### src/design/wls_pkg.sv
package wls_pkg;

    // Fixed field widths of the item and result channels
    localparam int ACTION_W = 3;
    localparam int KEY_W    = 16;
    localparam int WEIGHT_W = 16;
    localparam int RANDOM_W = 16;
    localparam int STATUS_W = 2;

    // Defaults for the top-level parameters
    localparam int DEF_CAPACITY    = 64;
    localparam int DEF_KEY_BITS    = 16;
    localparam int DEF_WEIGHT_BITS = 16;

    // Action codes
    localparam logic [ACTION_W-1:0] ACT_ADD    = 3'd0;
    localparam logic [ACTION_W-1:0] ACT_REMOVE = 3'd1;
    localparam logic [ACTION_W-1:0] ACT_UPDATE = 3'd2;
    localparam logic [ACTION_W-1:0] ACT_PICK   = 3'd3;
    localparam logic [ACTION_W-1:0] ACT_CLEAR  = 3'd4;

    // Status codes
    localparam logic [STATUS_W-1:0] ST_OK        = 2'd0;
    localparam logic [STATUS_W-1:0] ST_NOT_FOUND = 2'd1;
    localparam logic [STATUS_W-1:0] ST_FULL      = 2'd2;
    localparam logic [STATUS_W-1:0] ST_NONE      = 2'd3;

    // Draw is the scaled random value plus this offset, so it lies in 1..total
    localparam int DRAW_OFFSET = 1;

    typedef struct packed {
        logic [ACTION_W-1:0]        action;
        logic [KEY_W-1:0]           move_key;
        logic signed [WEIGHT_W-1:0] weight;
        logic [RANDOM_W-1:0]        random_word;
    } t_request;

    typedef struct packed {
        logic [STATUS_W-1:0] status;
        logic [KEY_W-1:0]    picked_key;
        logic                picked_valid;
    } t_result;

endpackage

### src/design/wls_ifs.sv
interface wls_item_if;
    logic                                        valid;
    logic                                        ready;
    logic [wls_pkg::ACTION_W-1:0]                action;
    logic [wls_pkg::KEY_W-1:0]                   move_key;
    logic signed [wls_pkg::WEIGHT_W-1:0]         weight;
    logic [wls_pkg::RANDOM_W-1:0]                random_word;

    modport source (output valid, output action, output move_key, output weight,
                    output random_word, input ready);
    modport sink   (input valid, input action, input move_key, input weight,
                    input random_word, output ready);
endinterface

interface wls_result_if;
    logic                           valid;
    logic                           ready;
    logic [wls_pkg::STATUS_W-1:0]   status;
    logic [wls_pkg::KEY_W-1:0]      picked_key;
    logic                           picked_valid;

    modport source (output valid, output status, output picked_key, output picked_valid,
                    input ready);
    modport sink   (input valid, input status, input picked_key, input picked_valid,
                    output ready);
endinterface

### src/design/wls_draw.sv
module wls_draw #(
    parameter int TOTAL_BITS = 21
) (
    input  logic                          i_clk,
    input  logic                          i_rst_n,
    input  logic                          i_start,
    input  logic [wls_pkg::RANDOM_W-1:0]  i_random,
    input  logic [TOTAL_BITS-1:0]         i_total,
    output logic                          o_done,
    output logic [TOTAL_BITS-1:0]         o_draw
);
    import wls_pkg::*;

    localparam int LO_W   = TOTAL_BITS / 2;
    localparam int HI_W   = TOTAL_BITS - LO_W;
    localparam int LO_PW  = RANDOM_W + LO_W;
    localparam int HI_PW  = RANDOM_W + HI_W;
    localparam int PROD_W = RANDOM_W + TOTAL_BITS;

    logic                  r_v1;
    logic                  r_v2;
    logic [LO_PW-1:0]      r_lo;
    logic [HI_PW-1:0]      r_hi;
    logic [TOTAL_BITS-1:0] r_draw;
    logic [PROD_W-1:0]     w_prod;

    // two narrow partial products, then recombine
    assign w_prod = (PROD_W'(r_hi) << LO_W) + PROD_W'(r_lo);

    always_ff @(posedge i_clk) begin
        if (!i_rst_n) begin
            r_v1 <= 1'b0;
            r_v2 <= 1'b0;
        end else begin
            r_v1 <= i_start;
            r_v2 <= r_v1;
        end
        r_lo   <= LO_PW'(i_random) * LO_PW'(i_total[LO_W-1:0]);
        r_hi   <= HI_PW'(i_random) * HI_PW'(i_total[TOTAL_BITS-1:LO_W]);
        r_draw <= TOTAL_BITS'(w_prod[PROD_W-1:RANDOM_W]) + TOTAL_BITS'(DRAW_OFFSET);
    end

    assign o_done = r_v2;
    assign o_draw = r_draw;

endmodule

### src/design/wls_engine.sv
module wls_engine #(
    parameter int CAPACITY    = 64,
    parameter int KEY_BITS    = 16,
    parameter int WEIGHT_BITS = 16
) (
    input  logic              i_clk,
    input  logic              i_rst_n,
    input  logic              i_start,
    input  wls_pkg::t_request i_req,
    output logic              o_idle,
    output logic              o_done,
    output wls_pkg::t_result  o_res,
    input  logic              i_res_take
);
    import wls_pkg::*;

    localparam int ADDR_W  = $clog2(CAPACITY);
    localparam int TOT_W   = WEIGHT_BITS - 1 + $clog2(CAPACITY);
    localparam int WORD_W  = 1 + KEY_BITS + WEIGHT_BITS;
    localparam logic [ADDR_W-1:0] LAST = ADDR_W'(CAPACITY - 1);

    typedef enum logic [2:0] {
        S_SWEEP, S_IDLE, S_SCAN, S_DRAW, S_WRITE, S_DONE
    } t_state;

    // table: {used, key, weight}
    logic [WORD_W-1:0] mem [CAPACITY];
    logic [WORD_W-1:0] r_rd_data;

    t_state               r_state, n_state;
    logic                 r_init, n_init;
    logic [ADDR_W-1:0]    r_addr, n_addr;
    logic                 r_issue, n_issue;
    logic                 r_rd_valid;
    logic [ADDR_W-1:0]    r_rd_idx;
    logic [ACTION_W-1:0]  r_act, n_act;
    logic [KEY_BITS-1:0]  r_key, n_key;
    logic [WEIGHT_BITS-1:0] r_wt, n_wt;
    logic [RANDOM_W-1:0]  r_rnd, n_rnd;
    logic                 r_pass2, n_pass2;
    logic                 r_hit, n_hit;
    logic [ADDR_W-1:0]    r_hit_idx, n_hit_idx;
    logic                 r_free, n_free;
    logic [ADDR_W-1:0]    r_free_idx, n_free_idx;
    logic [TOT_W-1:0]     r_total, n_total;
    logic [TOT_W-1:0]     r_run, n_run;
    logic [TOT_W-1:0]     r_draw, n_draw;
    logic                 r_draw_go, n_draw_go;
    t_result              r_res, n_res;

    logic                 w_wr_en;
    logic [ADDR_W-1:0]    w_wr_addr;
    logic [WORD_W-1:0]    w_wr_data;
    logic                 w_rd_en;

    logic                   d_used;
    logic [KEY_BITS-1:0]    d_key;
    logic [WEIGHT_BITS-1:0] d_wt;
    logic                   d_pos;
    logic [TOT_W-1:0]       d_add;
    logic [TOT_W-1:0]       d_run;

    logic                 w_draw_done;
    logic [TOT_W-1:0]     w_draw_val;

    wls_draw #(
        .TOTAL_BITS (TOT_W)
    ) u_draw (
        .i_clk    (i_clk),
        .i_rst_n  (i_rst_n),
        .i_start  (r_draw_go),
        .i_random (r_rnd),
        .i_total  (r_total),
        .o_done   (w_draw_done),
        .o_draw   (w_draw_val)
    );

    assign d_used = r_rd_data[WORD_W-1];
    assign d_key  = r_rd_data[WORD_W-2 -: KEY_BITS];
    assign d_wt   = r_rd_data[WEIGHT_BITS-1:0];
    assign d_pos  = d_used && !d_wt[WEIGHT_BITS-1] && (d_wt != '0);
    assign d_add  = TOT_W'(d_wt[WEIGHT_BITS-2:0]);
    assign d_run  = r_run + d_add;

    assign w_rd_en = r_issue;

    always_comb begin
        n_state    = r_state;
        n_init     = r_init;
        n_addr     = r_addr;
        n_issue    = r_issue;
        n_act      = r_act;
        n_key      = r_key;
        n_wt       = r_wt;
        n_rnd      = r_rnd;
        n_pass2    = r_pass2;
        n_hit      = r_hit;
        n_hit_idx  = r_hit_idx;
        n_free     = r_free;
        n_free_idx = r_free_idx;
        n_total    = r_total;
        n_run      = r_run;
        n_draw     = r_draw;
        n_draw_go  = 1'b0;
        n_res      = r_res;
        w_wr_en    = 1'b0;
        w_wr_addr  = r_addr;
        w_wr_data  = '0;

        case (r_state)
            S_SWEEP: begin
                w_wr_en = 1'b1;
                n_addr  = r_addr + 1'b1;
                if (r_addr == LAST) begin
                    n_addr  = '0;
                    n_init  = 1'b0;
                    n_state = r_init ? S_IDLE : S_DONE;
                end
            end
            S_IDLE: begin
                if (i_start) begin
                    n_act   = i_req.action;
                    n_key   = KEY_BITS'(i_req.move_key);
                    n_wt    = WEIGHT_BITS'(i_req.weight);
                    n_rnd   = i_req.random_word;
                    n_res   = '{status: ST_OK, picked_key: '0, picked_valid: 1'b0};
                    n_pass2 = 1'b0;
                    n_hit   = 1'b0;
                    n_free  = 1'b0;
                    n_total = '0;
                    n_run   = '0;
                    n_addr  = '0;
                    case (i_req.action)
                        ACT_ADD, ACT_REMOVE, ACT_UPDATE: begin
                            n_issue = 1'b1;
                            n_state = S_SCAN;
                        end
                        ACT_PICK: begin
                            n_issue      = 1'b1;
                            n_res.status = ST_NONE;
                            n_state      = S_SCAN;
                        end
                        ACT_CLEAR: n_state = S_SWEEP;
                        default:   n_state = S_DONE;
                    endcase
                end
            end
            S_SCAN: begin
                if (r_issue) begin
                    if (r_addr == LAST) begin
                        n_issue = 1'b0;
                    end else begin
                        n_addr = r_addr + 1'b1;
                    end
                end
                if (r_rd_valid) begin
                    if (r_act == ACT_PICK) begin
                        if (!r_pass2) begin
                            if (d_pos) n_total = r_total + d_add;
                        end else if (d_pos && !r_hit) begin
                            n_run = d_run;
                            if (r_draw <= d_run) begin
                                n_hit              = 1'b1;
                                n_res.status       = ST_OK;
                                n_res.picked_key   = KEY_W'(d_key);
                                n_res.picked_valid = 1'b1;
                            end
                        end
                    end else begin
                        if (d_used && (d_key == r_key) && !r_hit) begin
                            n_hit     = 1'b1;
                            n_hit_idx = r_rd_idx;
                        end
                        if (!d_used && !r_free) begin
                            n_free     = 1'b1;
                            n_free_idx = r_rd_idx;
                        end
                    end
                    if (r_rd_idx == LAST) begin
                        if (r_act != ACT_PICK) begin
                            n_state = S_WRITE;
                        end else if (r_pass2 || n_total == '0) begin
                            n_state = S_DONE;
                        end else begin
                            n_draw_go = 1'b1;
                            n_state   = S_DRAW;
                        end
                    end
                end
            end
            S_DRAW: begin
                if (w_draw_done) begin
                    n_draw  = w_draw_val;
                    n_pass2 = 1'b1;
                    n_hit   = 1'b0;
                    n_run   = '0;
                    n_addr  = '0;
                    n_issue = 1'b1;
                    n_state = S_SCAN;
                end
            end
            S_WRITE: begin
                n_state = S_DONE;
                case (r_act)
                    ACT_ADD: begin
                        w_wr_data = {1'b1, r_key, r_wt};
                        if (r_hit) begin
                            w_wr_en   = 1'b1;
                            w_wr_addr = r_hit_idx;
                        end else if (r_free) begin
                            w_wr_en   = 1'b1;
                            w_wr_addr = r_free_idx;
                        end else begin
                            n_res.status = ST_FULL;
                        end
                    end
                    ACT_REMOVE: begin
                        w_wr_addr = r_hit_idx;
                        if (r_hit) w_wr_en = 1'b1;
                        else       n_res.status = ST_NOT_FOUND;
                    end
                    ACT_UPDATE: begin
                        w_wr_data = {1'b1, r_key, r_wt};
                        w_wr_addr = r_hit_idx;
                        if (r_hit) w_wr_en = 1'b1;
                        else       n_res.status = ST_NOT_FOUND;
                    end
                    default: ;
                endcase
            end
            S_DONE: begin
                if (i_res_take) n_state = S_IDLE;
            end
            default: n_state = S_IDLE;
        endcase
    end

    always_ff @(posedge i_clk) begin
        if (w_wr_en) mem[w_wr_addr] <= w_wr_data;
        if (w_rd_en) r_rd_data <= mem[r_addr];
    end

    always_ff @(posedge i_clk) begin
        if (!i_rst_n) begin
            r_state    <= S_SWEEP;
            r_init     <= 1'b1;
            r_addr     <= '0;
            r_issue    <= 1'b0;
            r_rd_valid <= 1'b0;
            r_draw_go  <= 1'b0;
        end else begin
            r_state    <= n_state;
            r_init     <= n_init;
            r_addr     <= n_addr;
            r_issue    <= n_issue;
            r_rd_valid <= r_issue;
            r_draw_go  <= n_draw_go;
        end
        r_rd_idx   <= r_addr;
        r_act      <= n_act;
        r_key      <= n_key;
        r_wt       <= n_wt;
        r_rnd      <= n_rnd;
        r_pass2    <= n_pass2;
        r_hit      <= n_hit;
        r_hit_idx  <= n_hit_idx;
        r_free     <= n_free;
        r_free_idx <= n_free_idx;
        r_total    <= n_total;
        r_run      <= n_run;
        r_draw     <= n_draw;
        r_res      <= n_res;
    end

    assign o_idle = (r_state == S_IDLE);
    assign o_done = (r_state == S_DONE);
    assign o_res  = r_res;

    // read and write phases of an operation never overlap
    a_no_rw_overlap: assert property (@(posedge i_clk) disable iff (!i_rst_n)
        !(w_wr_en && w_rd_en))
        else $error("table read and write in the same cycle");

    a_idle_quiet: assert property (@(posedge i_clk) disable iff (!i_rst_n)
        (r_state == S_IDLE) |-> (!w_wr_en && !r_issue && !r_rd_valid))
        else $error("table access while idle");

    a_draw_range: assert property (@(posedge i_clk) disable iff (!i_rst_n)
        (r_rd_valid && r_pass2 && (r_act == ACT_PICK)) |->
            ((r_draw != '0) && (r_draw <= r_total)))
        else $error("draw outside 1..total during match scan");

    a_pick_status: assert property (@(posedge i_clk) disable iff (!i_rst_n)
        (o_done && r_res.picked_valid) |-> (r_res.status == ST_OK))
        else $error("picked key reported with a failing status");

endmodule

### src/design/weighted_lottery_selector_core.sv
// Add/remove/update scan the whole table once, then write; a pick scans it once to total the
// positive weights and, if the total is nonzero, draws through a multiply and scans again.
// Clear runs a clearing pass; unused action codes go straight to done. One transaction in
// flight; throughput is set by the table scan. The result sits in an output register, so the
// next transaction is taken while it waits. Reset (i_rst_n low, synchronous) empties the table
// with a clearing pass after release; no transaction is accepted until it finishes.
module weighted_lottery_selector_core #(
    parameter int CAPACITY    = wls_pkg::DEF_CAPACITY,
    parameter int KEY_BITS    = wls_pkg::DEF_KEY_BITS,
    parameter int WEIGHT_BITS = wls_pkg::DEF_WEIGHT_BITS
) (
    input  logic          i_clk,
    input  logic          i_rst_n,
    wls_item_if.sink      i_item,
    wls_result_if.source  o_result
);
    import wls_pkg::*;

    // Item side: the engine takes a transaction only when it has no work running.
    t_request w_req;
    logic     w_eng_idle;
    logic     w_eng_done;
    t_result  w_eng_res;
    logic     w_start;
    logic     w_load;

    // Output register: parts the engine from the downstream handshake.
    logic     r_out_valid;
    t_result  r_out;

    assign w_req = '{action:      i_item.action,
                     move_key:    i_item.move_key,
                     weight:      i_item.weight,
                     random_word: i_item.random_word};

    assign i_item.ready = w_eng_idle;
    assign w_start      = i_item.valid && w_eng_idle;

    wls_engine #(
        .CAPACITY    (CAPACITY),
        .KEY_BITS    (KEY_BITS),
        .WEIGHT_BITS (WEIGHT_BITS)
    ) u_engine (
        .i_clk      (i_clk),
        .i_rst_n    (i_rst_n),
        .i_start    (w_start),
        .i_req      (w_req),
        .o_idle     (w_eng_idle),
        .o_done     (w_eng_done),
        .o_res      (w_eng_res),
        .i_res_take (w_load)
    );

    // Finished result moves out when the register is empty or being drained.
    assign w_load = w_eng_done && (!r_out_valid || o_result.ready);

    always_ff @(posedge i_clk) begin
        if (!i_rst_n) begin
            r_out_valid <= 1'b0;
        end else if (w_load) begin
            r_out_valid <= 1'b1;
        end else if (o_result.ready) begin
            r_out_valid <= 1'b0;
        end
        if (w_load) r_out <= w_eng_res;
    end

    assign o_result.valid        = r_out_valid;
    assign o_result.status       = r_out.status;
    assign o_result.picked_key   = r_out.picked_key;
    assign o_result.picked_valid = r_out.picked_valid;

endmodule
### src/flat_wrapper.sv
// flat-port wrapper written by rule: the top's interface ports become plain ports
module weighted_lottery_selector_core_flat import wls_pkg::*;
#(
    parameter int CAPACITY    = wls_pkg::DEF_CAPACITY,
    parameter int KEY_BITS    = wls_pkg::DEF_KEY_BITS,
    parameter int WEIGHT_BITS = wls_pkg::DEF_WEIGHT_BITS
)
  (i_clk, i_rst_n, i_item_valid, i_item_action, i_item_move_key, i_item_weight, i_item_random_word, i_item_ready, o_result_valid, o_result_status, o_result_picked_key, o_result_picked_valid, o_result_ready);
  wls_item_if i_item_i ();
  wls_result_if o_result_i ();
  input  logic i_clk;
  input  logic i_rst_n;
  input wire logic [$bits(i_item_i.valid)-1:0] i_item_valid;
  input wire logic [$bits(i_item_i.action)-1:0] i_item_action;
  input wire logic [$bits(i_item_i.move_key)-1:0] i_item_move_key;
  input wire logic [$bits(i_item_i.weight)-1:0] i_item_weight;
  input wire logic [$bits(i_item_i.random_word)-1:0] i_item_random_word;
  output wire logic [$bits(i_item_i.ready)-1:0] i_item_ready;
  output wire logic [$bits(o_result_i.valid)-1:0] o_result_valid;
  output wire logic [$bits(o_result_i.status)-1:0] o_result_status;
  output wire logic [$bits(o_result_i.picked_key)-1:0] o_result_picked_key;
  output wire logic [$bits(o_result_i.picked_valid)-1:0] o_result_picked_valid;
  input wire logic [$bits(o_result_i.ready)-1:0] o_result_ready;
  assign i_item_i.valid = i_item_valid;
  assign i_item_i.action = i_item_action;
  assign i_item_i.move_key = i_item_move_key;
  assign i_item_i.weight = i_item_weight;
  assign i_item_i.random_word = i_item_random_word;
  assign i_item_ready = i_item_i.ready;
  assign o_result_valid = o_result_i.valid;
  assign o_result_status = o_result_i.status;
  assign o_result_picked_key = o_result_i.picked_key;
  assign o_result_picked_valid = o_result_i.picked_valid;
  assign o_result_i.ready = o_result_ready;
  weighted_lottery_selector_core #(.CAPACITY(CAPACITY), .KEY_BITS(KEY_BITS), .WEIGHT_BITS(WEIGHT_BITS)) u_core (.i_clk(i_clk), .i_rst_n(i_rst_n), .i_item(i_item_i), .o_result(o_result_i));
endmodule
### config.mk
export PLATFORM = sky130hd
export DESIGN_NAME = weighted_lottery_selector_core_flat
export DESIGN_NICKNAME = d
export VERILOG_FILES = /design/src/design/wls_pkg.sv /design/src/design/wls_ifs.sv /design/src/design/wls_draw.sv /design/src/design/wls_engine.sv /design/src/design/weighted_lottery_selector_core.sv /design/src/flat_wrapper.sv
export SDC_FILE = /design/constraint.sdc
export NUM_CORES = 2
export LEC_CHECK = 0
export BUFFER_PORTS_ARGS = -buffer_cell sky130_fd_sc_hd__buf_2
export CAP_MARGIN = 10
export CELL_PAD_IN_SITES_DETAIL_PLACEMENT = 0
export CELL_PAD_IN_SITES_GLOBAL_PLACEMENT = 1
export CORE_MARGIN = 4
export CORE_UTILIZATION = 50
export DETAILED_ROUTE_END_ITERATION = 16
export PLACE_DENSITY = 0.74
export REMOVE_ABC_BUFFERS = 1
export SLEW_MARGIN = 20
export SYNTH_ARGS = -nofsm -noshare
export SYNTH_HDL_FRONTEND = slang
export SYNTH_SLANG_ARGS = --single-unit
### constraint.sdc
create_clock -name i_clk -period 6.4 [get_ports i_clk]
set_input_delay 0 -clock i_clk [delete_from_list [all_inputs] [get_ports i_clk]]
set_output_delay 0 -clock i_clk [all_outputs]
set_load 0.02 [all_outputs]
# Word level (Yosys, flattened, before mapping)
# Memory sizes are Yosys's and may differ from the RTL's. A register that Yosys moved wholly into a read port is not among the register bits.
# Cells that the tools add are included.
# word_totals
ramBits	2112
output_inout_bits	21
latch_bits	0
mem_bits_ro	0
input_bits	55
register_bits	263
elab_cells	209
mem_count	1
# memory_table
name	depth	word_bits	read_ports	rd_ports_with_merged_regs	write_ports	line	source
u_core.u_engine.mem	64	33	1	1	1	wls_engine.sv:27	logic [WORD_W-1:0] mem [CAPACITY];
# op_classes
order_cmp	1
n_mux	80
mul	2
shift	0
n_eq_ne	39
n_bitwise	5
add_sub_neg	5
n_div	0
reduce_logical	45
# ops
cell	n
2-to-1 mux 21 bit	12
2-to-1 mux 19 bit	6
2-to-1 mux 33 bit	2
one-hot mux 21 bit (3 select lines)	1
2-to-1 mux 6 bit	8
adder 21 x 15 -> 21 bit	2
one-hot mux 21 bit (2 select lines)	1
adder 37 x 26 -> 37 bit	1
one-hot mux 17 bit (2 select lines)	1
!= test 2 bit, second input constant	14
multiplier 16 x 11 -> 27 bit	1
2-to-1 mux 3 bit	9
multiplier 16 x 10 -> 26 bit	1
2-to-1 mux 1 bit	24
one-hot mux 6 bit (4 select lines)	1
adder 21 x 1 -> 21 bit, second input constant	1
less-or-equal comparator 21 bit	1
logical NOT 21 bit	1
!= test 3 bit, second input constant	7
equality test 3 x 2 -> 1 bit, second input constant	6
one-hot mux 3 bit (6 select lines)	1
equality test 16 bit	1
nonzero test 16 bit	1
AND reduction 7 bit	2
other kinds (31)	72

# Longest topological paths before layout
# logic_depth
ltp_word	15
mapped_depth	24
depth_no_buf	22

# Cells and area by module
# Synthesis repeated with hierarchy kept, for this count alone.
# hier_totals
hier_cells	5294
hier_area_um2	103118.9
# by_module_without_submodules
module	area_each_um2	instances	cells_per_inst	seq_area_each_um2
wls_engine	89773.6	1	3872	69236.4
wls_draw	12721.0	1	1398	1321.3
weighted_lottery_selector_core	624.3	1	24	590.6

# Worst setup path after synthesis
# OpenSTA, ideal clock, no wires.
# synth_timing
path_type	reg2reg
startpoint	reg u_core.u_engine.r_total[15]
endpoint	reg u_core.u_engine.u_draw.r_hi[25]
stages_incl_launch_ff	23
slack_ns	0.506
period_less_slack_ns	5.894
setup_ns	0.072
t_arrival_ns	5.822
path_buffers	2
cell_sequence	edfxtp_1 clkbuf_1 clkbuf_1 nand2_1 fa_1 inv_1 fa_1 fa_1 fa_1 inv_1 fa_1 inv_1 ha_1 a21o_1 a211oi_2 a21boi_1 inv_2 a31oi_1 a311o_1 a2111oi_0 o41ai_1 a21oi_1 xnor2_1
# synth_between
elab_chain_cells	1
# synth_lines
element	line	source
start, declared	wls_engine.sv:45	logic [TOT_W-1:0] r_total, n_total;
start signal, assigned	wls_engine.sv:269	r_total <= n_total;
multiplier 16 x 11 -> 27 bit	wls_draw.sv:39	r_hi <= HI_PW'(i_random) * HI_PW'(i_total[TOTAL_BITS-1:LO_W]);
end signal, assigned	wls_draw.sv:39	
end, declared	wls_draw.sv:23	logic [HI_PW-1:0] r_hi;
# No other way between the ends.
# A chain may end at the register's enable or synchronous reset.

# Worst setup path in the final report
# layout_timing
startpoint	reg u_core.u_engine.r_rnd[9]
endpoint	reg u_core.u_engine.u_draw.r_lo[25]
# layout_between
elab_chain_cells	1
# layout_lines
element	line	source
start, declared	wls_engine.sv:39	logic [RANDOM_W-1:0] r_rnd, n_rnd;
start signal, assigned	wls_engine.sv:263	r_rnd <= n_rnd;
multiplier 16 x 10 -> 26 bit	wls_draw.sv:38	r_lo <= LO_PW'(i_random) * LO_PW'(i_total[LO_W-1:0]);
end signal, assigned	wls_draw.sv:38	
end, declared	wls_draw.sv:22	logic [LO_PW-1:0] r_lo;
# No other way between the ends.

==> run_results.csv <==
group,metric,value,unit
global_routing,global_route.usage.total,24.8,%
power_and_ir_drop,vdd_ir_drop_max,0.000742,V
worst_setup_path,startpoint_type,"register",
synth,number_of_enable_flip_flop_cells_after_synthesis,2312,
detailed_routing,wirelength,259000,um
run,drv.max_cap_violation_count,0,
worst_setup_path,critPathMaxStageDelay,0.54,ns
timing,maxSlewViolCount,0,
synth,top_cells_by_area_synth,"sky130_fd_sc_hd__edfxtp_1 (68%), sky130_fd_sc_hd__mux4_2 (15%), sky130_fd_sc_hd__fa_1 (4.6%), sky130_fd_sc_hd__ha_1 (2.3%), sky130_fd_sc_hd__dfxtp_1 (1.7%)",
timing,skew,0.0749,ns
floorplan,die_area,213000,um^2
detailed_routing,drt_iter0_drc,6094,
detailed_routing,drc,0,
timing,max_freq,165,MHz
clock_network,clock-sinks,2398,
placement,dpl.hpwl,156000,um
timing,setup_violations_final,0,
clock_network,worst_setup_hold_path_clk_slew,0.07,ns
floorplan,die_height,462,um
worst_setup_path,critical_path_buf_inv_count,4,
floorplan,num_rows,166,
worst_setup_path,crit_type,"reg2reg",
synth,muxShareOfSynthArea,15.2,%
timing,rsz_0062_raised_after_global_routing,"no",
final_layout,multiInputGateArea,30300,um^2
synth,syn_avg_cell_area,19.6,um^2
timing,finalCriticalPeriod,6.05,ns
worst_setup_path,crit_path_end_kind,"register",
power_and_ir_drop,cell_leakage_power,33.8,nW
synth,yosysUniqueCellTypes,80,
worst_setup_path,critical_path_required,7.17,ns
floorplan,core-area,205000,um^2
hold_path,hold_class,"in2reg",
worst_setup_path,cp.arrival,6.82,ns
synth,synth.cell_area,103000,um^2
clock_network,insertion_delay,0.90,ns
synth,postSynth.asyncResetShare,0,%
placement,globalplace.congestion,0.845,
clock_network,ctsRootBufferMaster,"sky130_fd_sc_hd__clkbuf_16",
final_layout,layout.nets,6078,
timing,timing.slew.headroom,25.1,%
synth,ys_seq_area_share,69.2,%
final_layout,area_delta_synth_final,13.4,%
placement,placed_cells_incl_taps,7943,
timing,timing.final.crit_share,94.5,%
synth,ys_seq_elements,2398,
synth,ys.flop_type,"sky130_fd_sc_hd__edfxtp_1",
final_layout,layout.cells.most_common_list,"sky130_fd_sc_hd__edfxtp_1 (2,312), sky130_fd_sc_hd__mux4_2 (693), sky130_fd_sc_hd__inv_1 (272)",
timing,tightestPinTransition,1.12,ns
synth,synth_compound_area_share,1.66,%
detailed_routing,num_vias,51639,
placement,io_buffers,75,
synth,post_synthesis_cell_count,5248,
synth,synth.largest_area_cell,"sky130_fd_sc_hd__edfxtp_1",
final_layout,final_util,57.0,%
final_layout,layout-drive-gt1-share,24.3,%
final_layout,stdcell_count,8483,
final_layout,final.fill_count,14915,
synth,synth-simple-area-share,4.06,%
timing,fin_setup_tns,0,ns
global_routing,first_global_vias,52806,
global_routing,global_route.overflow_total,0,
status,outcome,"finished, final reports clean",
power_and_ir_drop,p_per_area,422,nW/um^2
clock_network,cts_made_buffers,231,
synth,synth_top_area_share,67.5,%
final_layout,area.sequential,71200,um^2
synth,post_synth_xor_area_fraction,1.02,%
worst_setup_path,crit_path_max_fanout,9,
worst_setup_path,critical-path-top-delay-family,"adder cells",
global_routing,first_pass_grt_wire_length,378000,um
timing,finalHoldViolations,0,
synth,combinational_family_with_the_most_area_after_synthesis,"multiplexers",
clock_network,cts_tree,"built",
worst_setup_path,cp_slowest_cell,"sky130_fd_sc_hd__edfxtp_1",
detailed_routing,number_of_iterations_in_the_first_detailed_routing_pass,5,
floorplan,ports,76,
detailed_routing,viasPerCell,6.09,
worst_setup_path,critical-path-top-cell-by-count,"sky130_fd_sc_hd__fa_1",
synth,post_synth_fa_ha_maj_area_fraction,6.93,%
detailed_routing,wl_per_cell,30.6,um
worst_setup_path,worst_path_cell_trace,"buf_4, nand2_1, fa_1, inv_1, fa_1, fa_1, fa_1, inv_1, fa_1, inv_1, ha_1, nand2_1, nor2_1, o2bb2ai_1, a211oi_2, a21oi_1, a22o_1, or4_1, a31o_2, a21oi_1, xnor2_1",
global_routing,grt_antenna_before_repair,14,
detailed_routing,ant_nets,0,
clock_network,cts_max_level,4,
global_routing,pin_count_of_the_biggest_net_entering_global_routing,142,
floorplan,initial_core_util,50.3,%
synth,synthesis.yosys.warnings,0,
clock_network,clk_path_buf_depth,3,
final_layout,mostFrequentLayoutCell,"sky130_fd_sc_hd__edfxtp_1",
floorplan,die_x,462,um
## report_power, final
group | internal [W] | switching [W]
registers | 0.0181 | 0.000525
logic | 0.00710 | 0.00985
clock network | 0.00765 | 0.00596
## layer usage
layer | global-route usage (%) | vias to the layer above | share of wire, %
li1 | - | 21421 | -
met1 | 35.2 | 27499 | 40
met2 | 40.4 | 2350 | 49
met3 | 3.90 | 369 | 7.9
met4 | 7.07 | 0 | 3.0
met5 | 0 | - | 0
## synth_stat cells, types with 54 or more instances
library cell	number
sky130_fd_sc_hd__a21oi_1	80
sky130_fd_sc_hd__and2_1	229
sky130_fd_sc_hd__buf_1	54
sky130_fd_sc_hd__clkbuf_1	186
sky130_fd_sc_hd__dfxtp_1	86
sky130_fd_sc_hd__edfxtp_1	2312
sky130_fd_sc_hd__fa_1	236
sky130_fd_sc_hd__ha_1	192
sky130_fd_sc_hd__inv_1	272
sky130_fd_sc_hd__mux4_2	693
sky130_fd_sc_hd__nand2_1	239
sky130_fd_sc_hd__nor2_1	177
sky130_fd_sc_hd__xnor2_1	68
## cell families (layout without fill, tap and decap cells)
family	Yosys count	count (layout)
other	0	1
buffers and inverters	519	1065
xor gates and xnor gates	120	120
DFF	2398	2398
adders and majority gates	428	428
and+or+nand+nor	834	834
AOI/OAI and AO/OA	249	249
muxes	700	700
## worst register-to-register path, stage by stage (launching register included)
cell	delay, ns
sky130_fd_sc_hd__edfxtp_1	0.54
sky130_fd_sc_hd__buf_4	0.24
sky130_fd_sc_hd__nand2_1	0.08
sky130_fd_sc_hd__fa_1	0.50
sky130_fd_sc_hd__inv_1	0.05
sky130_fd_sc_hd__fa_1	0.49
sky130_fd_sc_hd__fa_1	0.53
sky130_fd_sc_hd__fa_1	0.50
sky130_fd_sc_hd__inv_1	0.05
sky130_fd_sc_hd__fa_1	0.48
sky130_fd_sc_hd__inv_1	0.05
sky130_fd_sc_hd__ha_1	0.32
sky130_fd_sc_hd__nand2_1	0.10
sky130_fd_sc_hd__nor2_1	0.07
sky130_fd_sc_hd__o2bb2ai_1	0.13
sky130_fd_sc_hd__a211oi_2	0.33
sky130_fd_sc_hd__a21oi_1	0.28
sky130_fd_sc_hd__a22o_1	0.27
sky130_fd_sc_hd__or4_1	0.43
sky130_fd_sc_hd__a31o_2	0.27
sky130_fd_sc_hd__a21oi_1	0.17
sky130_fd_sc_hd__xnor2_1	0.13
## repair_timing
action | CTS | global route
endpoints found under the setup margin | 0 | 1
buffers inserted | 0 | 1
resized for setup | 0 | 1
hold endpoints to repair | 102 | 0
hold buffers | 106 | 0
## sequential cells by signal, indices dropped and copies added (netlist names), 16 cells and up
name,flops
u_core.u_engine.r_key,16
u_core.u_engine.r_draw,21
u_core.u_engine.r_wt,16
u_core.u_engine.r_run,21
u_core.u_engine.r_rd_data,33
u_core.u_engine.u_draw.r_lo,16
u_core.u_engine.r_rnd,16
u_core.u_engine.u_draw.o_draw,21
u_core.u_engine.u_draw.r_hi,27
u_core.u_engine.mem,2112
u_core.o_result.picked_key,16
u_core.u_engine.r_total,21
u_core.u_engine.o_res,19
## through the flow
stage	hold slack [ns]	power [W]	worst slack [ns]	cell area [um^2]
6_report	0.105	0.0492	0.349	117000
5_1_grt	0.0937	0.0522	0.0150	117000
4_1_cts	0.0194	0.0497	0.327	117000
3_5_place_dp	0.179	0.0360	0.327	108000
3_3_place_gp	0.177	0.0360	0.315	108000
2_1_floorplan	0.0619	0.0307	-19.85	102000
## layout make-up
| type | instances | share of cell area, % |
|---|---|---|
| diodes | 1 | 0.00215 |
| flip-flops and latches | 2398 | 61.0 |
| clock buffers | 293 | 5.21 |
| repair buffers | 360 | 2.71 |
| inverters | 273 | 0.878 |
| multi-input cells | 2331 | 26.0 |
| clock inverters | 139 | 1.32 |
| well taps | 2688 | 2.88 |
## worst paths after layout
path                                                        end  cells past startpoint                               from  slack (ns)
worst max-delay path            u_core.u_engine.u_draw.r_lo[25]                     21           u_core.u_engine.r_rnd[9]        0.35
worst min-delay path                    u_core.u_engine.r_issue                      3                            i_rst_n        0.11
worst max register to register  u_core.u_engine.u_draw.r_lo[25]                     21           u_core.u_engine.r_rnd[9]        0.35
worst min register to register       u_core.u_engine.r_draw[14]                      0  u_core.u_engine.u_draw.o_draw[14]        0.41
(Power assumes the default switching activity.)
